--- src/rtl/spsd_pkg.sv ---
`timescale 1ns / 1ps
// ----------------------------------------------------------------------------
// spsd_pkg
// Shared types and constants of the subtitle PES segment deframer.
// ----------------------------------------------------------------------------
package spsd_pkg;

   localparam logic [7:0] STREAM_ID_PRIVATE = 8'hBD;
   localparam logic [7:0] DATA_IDENTIFIER   = 8'h20;
   localparam logic [7:0] SEGMENT_SYNC      = 8'h0F;
   localparam logic [7:0] START_CODE_LAST   = 8'h01;
   localparam logic [7:0] END_MARKER        = 8'hFF;
   localparam int unsigned SEG_FIELD_BYTES  = 2 * 2 + 1;

   localparam logic [1:0] KIND_HEADER  = 2'd0;
   localparam logic [1:0] KIND_PAYLOAD = 2'd1;
   localparam logic [1:0] KIND_STATUS  = 2'd2;

   localparam logic [2:0] ST_END_MARKER  = 3'd0;
   localparam logic [2:0] ST_NO_MARKER   = 3'd1;
   localparam logic [2:0] ST_NOT_SUBT    = 3'd2;
   localparam logic [2:0] ST_LENGTH      = 3'd3;
   localparam logic [2:0] ST_BAD_MARKER  = 3'd4;
   localparam logic [2:0] ST_PES_HEADER  = 3'd5;
   localparam logic [2:0] ST_BUFFER_END  = 3'd6;

   localparam int unsigned QUEUE_DEPTH = 4;

   typedef enum logic [3:0] {
      PH_SYNC0,
      PH_SYNC1,
      PH_SYNC2,
      PH_STREAM,
      PH_LEN_HI,
      PH_LEN_LO,
      PH_FLAGS,
      PH_HLEN,
      PH_HEADER,
      PH_DATA_ID,
      PH_SUBSTREAM,
      PH_MARKER,
      PH_SEG_FIELDS,
      PH_SEG_PAYLOAD,
      PH_SKIP
   } phase_type;

   typedef struct packed {
      logic [1:0]  kind;
      logic [7:0]  seg_code;
      logic [15:0] page_id;
      logic [15:0] seg_size;
      logic [7:0]  payload_byte;
      logic        segment_end;
      logic [2:0]  status;
      logic        run_last;
   } result_type;

   // up to two result words per input byte
   typedef struct packed {
      logic [1:0] count;
      result_type slot0;
      result_type slot1;
   } result_pair_type;

endpackage

--- src/rtl/spsd_parser.sv ---
`timescale 1ns / 1ps
// ----------------------------------------------------------------------------
// spsd_parser
// PES and segment framing state; turns one byte into up to two result words.
// ----------------------------------------------------------------------------
module spsd_parser
   import spsd_pkg::*;
(
   input  logic            clock,
   input  logic            reset,
   input  logic            accept,
   input  logic [7:0]      data_byte,
   input  logic            buffer_first,
   input  logic            buffer_last,
   output result_pair_type results
);

   phase_type   phase_ff, phase_in;
   logic [7:0]  hc_ff, hc_in;
   logic [15:0] pes_ff, pes_in;
   logic [15:0] pr_ff, pr_in;
   logic [15:0] sr_ff, sr_in;
   logic [7:0]  type_ff, type_in;
   logic [15:0] page_ff, page_in;
   logic [15:0] len_ff, len_in;
   logic        drop_ff, drop_in;

   phase_type   cur_phase;
   logic        cur_drop;
   logic [16:0] diff;
   logic        fin;
   logic [2:0]  fin_st;
   logic        ent;
   logic        st1;
   result_pair_type po;

   function automatic result_pair_type push(result_pair_type p, result_type r);
      result_pair_type q;
      q = p;
      if (p.count == 2'd0) begin
         q.slot0 = r;
         q.count = 2'd1;
      end else if (p.count == 2'd1) begin
         q.slot1 = r;
         q.count = 2'd2;
      end
      return q;
   endfunction

   function automatic result_type status_result(logic [2:0] st);
      result_type r;
      r = '0;
      r.kind = KIND_STATUS;
      r.status = st;
      return r;
   endfunction

   function automatic result_type seg_result(logic [1:0] kind, logic [7:0] st,
                                             logic [15:0] pg, logic [15:0] ln,
                                             logic [7:0] pb, logic se);
      result_type r;
      r = '0;
      r.kind = kind;
      r.seg_code = st;
      r.page_id = pg;
      r.seg_size = ln;
      r.payload_byte = pb;
      r.segment_end = se;
      return r;
   endfunction

   always_comb begin
      phase_in = phase_ff;
      hc_in = hc_ff;
      pes_in = pes_ff;
      pr_in = pr_ff;
      sr_in = sr_ff;
      type_in = type_ff;
      page_in = page_ff;
      len_in = len_ff;
      drop_in = drop_ff;
      po = '0;
      fin = 1'b0;
      fin_st = ST_END_MARKER;
      ent = 1'b0;
      st1 = 1'b0;
      diff = {1'b0, pes_ff} - {9'd0, data_byte} - 17'd3;
      cur_phase = buffer_first ? PH_SYNC0 : phase_ff;
      cur_drop = buffer_first ? 1'b0 : drop_ff;
      phase_in = cur_phase;
      drop_in = cur_drop;

      if (!cur_drop) begin
         case (cur_phase)
            PH_SYNC0, PH_SYNC1: begin
               if (data_byte != 8'h00) begin
                  po = push(po, status_result(ST_PES_HEADER));
                  phase_in = PH_SYNC0;
                  drop_in = 1'b1;
               end else begin
                  phase_in = (cur_phase == PH_SYNC0) ? PH_SYNC1 : PH_SYNC2;
               end
            end
            PH_SYNC2: begin
               if (data_byte != START_CODE_LAST) begin
                  po = push(po, status_result(ST_PES_HEADER));
                  phase_in = PH_SYNC0;
                  drop_in = 1'b1;
               end else begin
                  phase_in = PH_STREAM;
               end
            end
            PH_STREAM: begin
               if (data_byte != STREAM_ID_PRIVATE) begin
                  po = push(po, status_result(ST_NOT_SUBT));
                  phase_in = PH_SYNC0;
                  drop_in = 1'b1;
               end else begin
                  phase_in = PH_LEN_HI;
               end
            end
            PH_LEN_HI: begin
               pes_in = {data_byte, 8'h00};
               phase_in = PH_LEN_LO;
            end
            PH_LEN_LO: begin
               pes_in = pes_ff | {8'h00, data_byte};
               hc_in = 8'd0;
               phase_in = PH_FLAGS;
            end
            PH_FLAGS: begin
               hc_in = hc_ff + 8'd1;
               if (hc_in >= 8'd2) begin
                  phase_in = PH_HLEN;
               end
            end
            PH_HLEN: begin
               if (diff[16]) begin
                  po = push(po, status_result(ST_PES_HEADER));
                  phase_in = PH_SYNC0;
                  drop_in = 1'b1;
               end else begin
                  pr_in = diff[15:0];
                  if (data_byte != 8'h00) begin
                     hc_in = data_byte;
                     phase_in = PH_HEADER;
                  end else begin
                     ent = 1'b1;
                  end
               end
            end
            PH_HEADER: begin
               hc_in = hc_ff - 8'd1;
               if (hc_in == 8'd0) begin
                  ent = 1'b1;
               end
            end
            PH_DATA_ID: begin
               pr_in = pr_ff - 16'd1;
               if (data_byte != DATA_IDENTIFIER) begin
                  fin = 1'b1;
                  fin_st = ST_NOT_SUBT;
               end else begin
                  phase_in = PH_SUBSTREAM;
               end
            end
            PH_SUBSTREAM: begin
               pr_in = pr_ff - 16'd1;
               if (data_byte != 8'h00) begin
                  fin = 1'b1;
                  fin_st = ST_NOT_SUBT;
               end else begin
                  phase_in = PH_MARKER;
               end
            end
            PH_MARKER: begin
               pr_in = pr_ff - 16'd1;
               if (data_byte == SEGMENT_SYNC) begin
                  if (pr_in < 16'(SEG_FIELD_BYTES)) begin
                     fin = 1'b1;
                     fin_st = ST_LENGTH;
                  end else begin
                     hc_in = 8'd0;
                     phase_in = PH_SEG_FIELDS;
                  end
               end else begin
                  fin = 1'b1;
                  fin_st = (data_byte == END_MARKER) ? ST_END_MARKER : ST_BAD_MARKER;
               end
            end
            PH_SEG_FIELDS: begin
               pr_in = pr_ff - 16'd1;
               case (hc_ff)
                  8'd0: type_in = data_byte;
                  8'd1: page_in = {data_byte, 8'h00};
                  8'd2: page_in = page_ff | {8'h00, data_byte};
                  8'd3: len_in = {data_byte, 8'h00};
                  default: len_in = len_ff | {8'h00, data_byte};
               endcase
               hc_in = hc_ff + 8'd1;
               if (hc_in >= 8'(SEG_FIELD_BYTES)) begin
                  if (pr_in < len_in) begin
                     fin = 1'b1;
                     fin_st = ST_LENGTH;
                  end else begin
                     po = push(po, seg_result(KIND_HEADER, type_in, page_in, len_in,
                                              8'h00, 1'b0));
                     sr_in = len_in;
                     if (len_in != 16'd0) begin
                        phase_in = PH_SEG_PAYLOAD;
                     end else if (pr_in == 16'd0) begin
                        st1 = 1'b1;
                     end else begin
                        phase_in = PH_MARKER;
                     end
                  end
               end
            end
            PH_SEG_PAYLOAD: begin
               if (pr_ff != 16'd0) begin
                  pr_in = pr_ff - 16'd1;
               end
               if (sr_ff != 16'd0) begin
                  sr_in = sr_ff - 16'd1;
               end
               po = push(po, seg_result(KIND_PAYLOAD, type_ff, page_ff, len_ff,
                                        data_byte, sr_in == 16'd0));
               if (sr_in == 16'd0) begin
                  if (pr_in == 16'd0) begin
                     st1 = 1'b1;
                  end else begin
                     phase_in = PH_MARKER;
                  end
               end
            end
            PH_SKIP: begin
               if (pr_ff != 16'd0) begin
                  pr_in = pr_ff - 16'd1;
               end
               if (pr_in == 16'd0) begin
                  po = push(po, status_result(hc_ff[2:0]));
                  phase_in = PH_SYNC0;
               end
            end
            default: begin
               phase_in = PH_SYNC0;
            end
         endcase

         // payload entry: too short to hold more than data id, substream id and a marker
         if (ent) begin
            if (pr_in <= 16'd3) begin
               fin = 1'b1;
               fin_st = ST_LENGTH;
            end else begin
               phase_in = PH_DATA_ID;
            end
         end

         // outcome known: report now, or skip to the end of the packet
         if (fin) begin
            if (pr_in == 16'd0) begin
               po = push(po, status_result(fin_st));
               phase_in = PH_SYNC0;
            end else begin
               hc_in = {5'd0, fin_st};
               phase_in = PH_SKIP;
            end
         end

         if (st1) begin
            po = push(po, status_result(ST_NO_MARKER));
            phase_in = PH_SYNC0;
         end

         if (buffer_last && !drop_in && phase_in != PH_SYNC0) begin
            po = push(po, status_result(ST_BUFFER_END));
            phase_in = PH_SYNC0;
            drop_in = 1'b1;
         end
      end

      if (po.count == 2'd2) begin
         po.slot1.run_last = 1'b1;
      end else if (po.count == 2'd1) begin
         po.slot0.run_last = 1'b1;
      end
      results = po;
   end

   always_ff @(posedge clock) begin
      if (reset) begin
         phase_ff <= PH_SYNC0;
         hc_ff <= 8'd0;
         pes_ff <= 16'd0;
         pr_ff <= 16'd0;
         sr_ff <= 16'd0;
         type_ff <= 8'd0;
         page_ff <= 16'd0;
         len_ff <= 16'd0;
         drop_ff <= 1'b0;
      end else if (accept) begin
         phase_ff <= phase_in;
         hc_ff <= hc_in;
         pes_ff <= pes_in;
         pr_ff <= pr_in;
         sr_ff <= sr_in;
         type_ff <= type_in;
         page_ff <= page_in;
         len_ff <= len_in;
         drop_ff <= drop_in;
      end
   end

endmodule

--- src/rtl/spsd_result_queue.sv ---
`timescale 1ns / 1ps
// ----------------------------------------------------------------------------
// spsd_result_queue
// Small result queue: takes up to two words per cycle, gives one per cycle while out_ready is high.
// ----------------------------------------------------------------------------
module spsd_result_queue
   import spsd_pkg::*;
(
   input  logic            clock,
   input  logic            reset,
   input  logic            push,
   input  result_pair_type push_data,
   output logic            has_room,
   output logic            out_valid,
   input  logic            out_ready,
   output result_type      out_data
);

   localparam int unsigned PTR_W = $clog2(QUEUE_DEPTH);
   localparam int unsigned CNT_W = $clog2(QUEUE_DEPTH + 1);

   result_type              slots_ff [QUEUE_DEPTH];
   logic [PTR_W-1:0]        wr_ptr_ff, wr_ptr_in;
   logic [PTR_W-1:0]        rd_ptr_ff, rd_ptr_in;
   logic [CNT_W-1:0]        count_ff, count_in;
   logic [1:0]              push_n;
   logic                    pop;

   assign push_n = push ? push_data.count : 2'd0;
   assign pop = out_valid && out_ready;
   assign out_valid = (count_ff != '0);
   assign out_data = slots_ff[rd_ptr_ff];
   assign has_room = (count_ff <= CNT_W'(QUEUE_DEPTH - 2));

   always_comb begin
      wr_ptr_in = wr_ptr_ff + PTR_W'(push_n);
      rd_ptr_in = rd_ptr_ff + PTR_W'(pop);
      count_in = count_ff + CNT_W'(push_n) - CNT_W'(pop);
   end

   always_ff @(posedge clock) begin
      if (push_n != 2'd0) begin
         slots_ff[wr_ptr_ff] <= push_data.slot0;
      end
      if (push_n == 2'd2) begin
         slots_ff[PTR_W'(wr_ptr_ff + PTR_W'(1))] <= push_data.slot1;
      end
   end

   always_ff @(posedge clock) begin
      if (reset) begin
         wr_ptr_ff <= '0;
         rd_ptr_ff <= '0;
         count_ff <= '0;
      end else begin
         wr_ptr_ff <= wr_ptr_in;
         rd_ptr_ff <= rd_ptr_in;
         count_ff <= count_in;
      end
   end

endmodule

--- src/rtl/subtitle_pes_segment_deframer.sv ---
`timescale 1ns / 1ps
// ----------------------------------------------------------------------------
// subtitle_pes_segment_deframer
// Splits a byte stream of subtitle PES packets into segment headers, tagged
// payload bytes and one status word per packet.
// ----------------------------------------------------------------------------
// req_*: one input byte per word; tuser marks the first byte of a buffer,
//   tlast the last one.
// rsp_*: result words; tuser gives the kind (header, payload byte, status),
//   tlast marks the last word caused by one input byte.
// A byte is parsed in the cycle it is taken; its words are written to the
// result queue and reach rsp_* from there. One byte per cycle is sustained
// while the queue has room. A byte that causes two words (header or payload
// plus status) writes both at once; the four-word queue absorbs that.
// req_tready drops when the queue holds more than two words, so a stalled
// receiver backs up to the sender after at most four words.
// Reset clears the parser to wait for a start code and empties the queue.
// ----------------------------------------------------------------------------
module subtitle_pes_segment_deframer
   import spsd_pkg::*;
(
   input  logic        clock,
   input  logic        reset,
   input  logic        req_tvalid,
   output logic        req_tready,
   input  logic [7:0]  req_tdata,   // [7:0] data_byte
   input  logic        req_tuser,   // [0] buffer_first
   input  logic        req_tlast,   // buffer_last
   output logic        rsp_tvalid,
   input  logic        rsp_tready,
   output logic [55:0] rsp_tdata,   // [7:0] seg_code, [23:8] page_id,
                                    // [39:24] seg_size, [47:40] payload_byte,
                                    // [48] segment_end, [51:49] status, zero above
   output logic [1:0]  rsp_tuser,   // [1:0] kind
   output logic        rsp_tlast    // run_last
);

   logic            accept;
   result_pair_type results;
   result_type      head;

   assign accept = req_tvalid && req_tready;

   spsd_parser u_parser (
      .clock        (clock),
      .reset        (reset),
      .accept       (accept),
      .data_byte    (req_tdata),
      .buffer_first (req_tuser),
      .buffer_last  (req_tlast),
      .results      (results)
   );

   spsd_result_queue u_queue (
      .clock     (clock),
      .reset     (reset),
      .push      (accept),
      .push_data (results),
      .has_room  (req_tready),
      .out_valid (rsp_tvalid),
      .out_ready (rsp_tready),
      .out_data  (head)
   );

   assign rsp_tdata = {4'd0, head.status, head.segment_end, head.payload_byte,
                       head.seg_size, head.page_id, head.seg_code};
   assign rsp_tuser = head.kind;
   assign rsp_tlast = head.run_last;

endmodule

--- config.mk ---
export PLATFORM = sky130hd
export DESIGN_NAME = subtitle_pes_segment_deframer
export DESIGN_NICKNAME = d
export VERILOG_FILES = /design/src/rtl/spsd_pkg.sv /design/src/rtl/spsd_parser.sv /design/src/rtl/spsd_result_queue.sv /design/src/rtl/subtitle_pes_segment_deframer.sv
export SDC_FILE = /design/constraint.sdc
export NUM_CORES = 1
export LEC_CHECK = 0
export ABC_AREA = 1
export ABC_CLOCK_PERIOD_IN_PS = 7100
export BUFFER_PORTS_ARGS = -buffer_cell sky130_fd_sc_hd__buf_2
export CAP_MARGIN = 20
export CORE_ASPECT_RATIO = 1.5
export CORE_MARGIN = 2
export CORE_UTILIZATION = 30
export DETAILED_ROUTE_END_ITERATION = 12
export PLACE_DENSITY = 0.57
export SLEW_MARGIN = 20
export SYNTH_ARGS = -nofsm -noshare
export SYNTH_HDL_FRONTEND = slang
export SYNTH_SLANG_ARGS = --single-unit
--- constraint.sdc ---
create_clock -name clock -period 7.1 [get_ports clock]
set_clock_uncertainty 0.15 [all_clocks]
set_input_delay 2.13 -clock clock [delete_from_list [all_inputs] [get_ports clock]]
set_output_delay 2.13 -clock clock [all_outputs]
set_load 0.01 [all_outputs]
==> impl_results.md <==
* Status: finished, final reports clean
* Final hold vios at 0
* Die ar. at 71,500 um^2
* Share of cells above drive strength 1 at 14.6%
* Cells after Synth at 3,153
* Htree depth at 2
* Layout area overhead at 16.1%
* Grt ovf at 0
* Slew Limit Fails at 0
* Final WS setup at around 0.37 ns
* R2r endpoint: u_queue.slots_ff[0][19]$_SDFFE_PP0P_
* Ys async rst share at 0%
* Core area at between 60,000 and 70,000 um^2
* Root Driver: clkbuf_16
* Placer Congestion at 0.964
* CTS Hold Bufs at 0
* WP buf/inv at 7
* Worst path max stage delay at 0.33 ns
* Routed len/inst at about 17 um
* Remaining antenna violation count at 0
* Slew HR at between 30 and 40%
* Rows at 118
* IO Pins at 75
* # diodes at 0
* Chip height at 327 um
* Vias post-DR at 21,125
* Multi-input combinational cell area at 11,800 um^2
* Most common cell after layout, fill and taps aside: nor2_1
* # setup viols final at 0
* Die Wd at around 220 um
* CTS max path bufs at 3
* Max Clk Rate at 0.149 GHz
* Sequential Area at 6770 um^2
* Worst r2r path cells at 35
* Worst-Margin Slew at slightly below 1 ns
* Clock-pin slew on the worst setup and hold paths at 0.06 ns
* Global-route wire length before repair at 113 mm
* Seq cells post-synth at approximately 330
* Fillers at 7,635
* MaxCap Viol Count at 0
* CP delay by family, top: simple AND/OR/NAND/NOR gates
* CTS Buf Count at 38
* Post-synth top flop: dfxtp_1
* CTS tree: built
* Nets at 3,362
* Hold Path Sink: u_queue.slots_ff[1][29]$_SDFFE_PP0N_
* Peak VDD IR at 0.000171 V
* R2r setup slk at around 0.79 ns
* Worst Hold Depth at 2
* Setup TNS at 0 ns
* Critical Path Most Common Cell: nand2_1
* Clock sink total at around 330
* Port Buffer Count at 70
* Initial antenna violation count at 0
* Worst R2R Start: u_parser.hc_ff[0]$_SDFFE_PP0P_
* Routed WL at 73.7 mm
* Pre-CTS setup slack at -0.298 ns
* Syn Area/Cell at 6.60 um^2
* Vias in the first global route at 20,043
* Post-DP HPWL at about 50 mm
* Period utilisation layout at 94.8%
* Worst Path Required at 7.40 ns
* Via/cell ratio at between 5 and 6
* Hold Startpoint: u_queue.slots_ff[1][29]$_SDFFE_PP0N_
* Sequential cell area fraction in the yosys report at 32.5%
* Leak Pwr at 11.8 nW
* Commonest non-fill, non-tap cells in the layout: nor2_1, nand2_1, dfxtp_1, nand3_1, o21ai_0
* Crit Path Class: in2reg
* Min-delay worst type: reg2reg
* Yosys cell types at 60
* RSZ-0062 raised after global routing: false
* Starting Density at 30.3%
* Tot GR Track Use at 20.0%
* Critical-path top delay cell: a221oi_1
* Largest net degree at the start of global routing at 79
* Ys Warns at 0
* Worst setup SP type: primary input
* TritonRoute pass-1 iters at 8
* Endpoint class of the critical path: flop
* CP Max Fanout at 12
* P per Cell Area at 354 nW/um^2
* Cell Area, Synth at ~21,000 um^2
* Worst skew pair latency at around 0.57 ns
* Number of synthesized flops with an enable pin at 20
* Drt drc at 0
* Crit path DAT at 7.03 ns
* Period minus WS final at between 6 and 7 ns
* Starting DRC count in detailed routing at 1,592
[timing repair]
item	CTS	global route
gates resized for setup	0	13
buffers inserted	0	1
endpoints found under the hold margin	0	0
setup endpoints to repair	0	229
[registers in the layout, indices dropped and copies added, names as in the netlist]
| signal | cells |
|---|---|
| u_parser.page_ff | 16 |
| u_queue.wr_ptr_ff | 2 |
| u_parser.len_ff | 16 |
| u_queue.rd_ptr_ff | 2 |
| u_parser.pes_ff | 16 |
| u_parser.type_ff | 8 |
| u_parser.pr_ff | 16 |
| u_queue.slots_ff | 220 |
| u_queue.count_ff | 3 |
| u_parser.phase_ff | 4 |
| u_parser.sr_ff | 16 |
| u_parser.hc_ff | 8 |
| u_parser.drop_ff | 1 |
[report_power, final]
group	internal [W]	total (W)	switching, W
combinational	0.00132	0.00374	0.00242
sequential	0.00245	0.00278	0.000326
clock	0.00116	0.00202	0.000856
total	0.00494	0.00854	0.00360
[worst max-delay path by stage]
stage	startpoint	to	cells after the start
finish	req_tdata[7]	u_queue.slots_ff[0][19]$_SDFFE_PP0P_	31
global route	req_tdata[1]	u_queue.slots_ff[2][19]$_SDFFE_PP0N_	34
CTS	req_tdata[7]	u_queue.slots_ff[0][19]$_SDFFE_PP0P_	34
detailed placement	req_tdata[1]	u_queue.slots_ff[3][2]$_DFFE_PP_	32
global placement	req_tdata[1]	u_queue.slots_ff[3][32]$_SDFFE_PP0N_	33
floorplan	req_tdata[1]	u_queue.slots_ff[3][0]$_DFFE_PP_	30
[area by class of cell]
class / instances / area share [%]
Clock inverter: 13 / 0.590
Multi-Input combinational cell: 2354 / 48.7
Timing Repair Buffer: 271 / 8.90
Tap cell: 900 / 4.66
Clock buffer: 55 / 4.58
Inverter: 291 / 4.55
Sequential cell: 328 / 28.0
[Yosys cell counts (all sizes together) (3+ instances only)]
library cell | number | share of area, %
a211oi | 9 | 0.35
a21oi | 226 | 5.5
a22oi | 8 | 0.29
a31oi | 6 | 0.18
buf | 103 | 4.7
clkbuf | 80 | 1.5
clkinv | 9 | 0.16
dfxtp | 308 | 30
edfxtp | 20 | 2.9
ha | 62 | 3.7
inv | 282 | 5.1
nand2 | 642 | 13
nand3 | 269 | 6.6
nand3b | 10 | 0.36
nand4 | 28 | 0.91
nor2 | 589 | 11
nor3 | 41 | 1.0
nor4 | 5 | 0.15
o2111ai | 3 | 0.13
o211ai | 26 | 0.94
o21ai | 274 | 6.6
o21bai | 3 | 0.11
o22ai | 83 | 2.5
or2 | 4 | 0.12
xnor2 | 9 | 0.38
xor2 | 34 | 1.4
[logic make-up after synthesis]
kind of cell	synth area share [%]
xor+xnor	1.81
other cells	0.0180
simple gates	33.2
fa+ha+maj	3.92
buf+inv	11.5
flops	32.5
compound gates	17.1
[through the flow]
stage	util, %	hold slack, ns	area, um^2	total power, W	std cells
5_1_grt	35.1	0.330	24200	0.00919	4212
3_3_place_gp	33.0	0.292	22700	0.00651	4137
3_5_place_dp	33.0	0.301	22700	0.00655	4137
6_report	35.1	0.310	24200	0.00854	4212
4_1_cts	34.8	0.315	24000	0.00859	4205
2_1_floorplan	-	0.284	20800	0.00540	3156
[metal layers]
metal / vias up / share of wire, % / global-route usage (%) / routed length (um)
met3: 174 / 4.4 / 2.35 / 3240
met2: 533 / 50 / 35.8 / 36800
li1: 10609 / - / - / -
met4: 0 / 5.0 / 9.06 / 3650
met1: 9809 / 41 / 23.5 / 30000
met5: - / 0 / 0 / 0
[worst min-delay path, delay by kind of cell (launching register included)]
| family | cells | cell delay, ns |
|---|---|---|
| flops | 1 | 0.32 |
| simple gates | 2 | 0.10 |
Power figures use the tool's default switching activity.
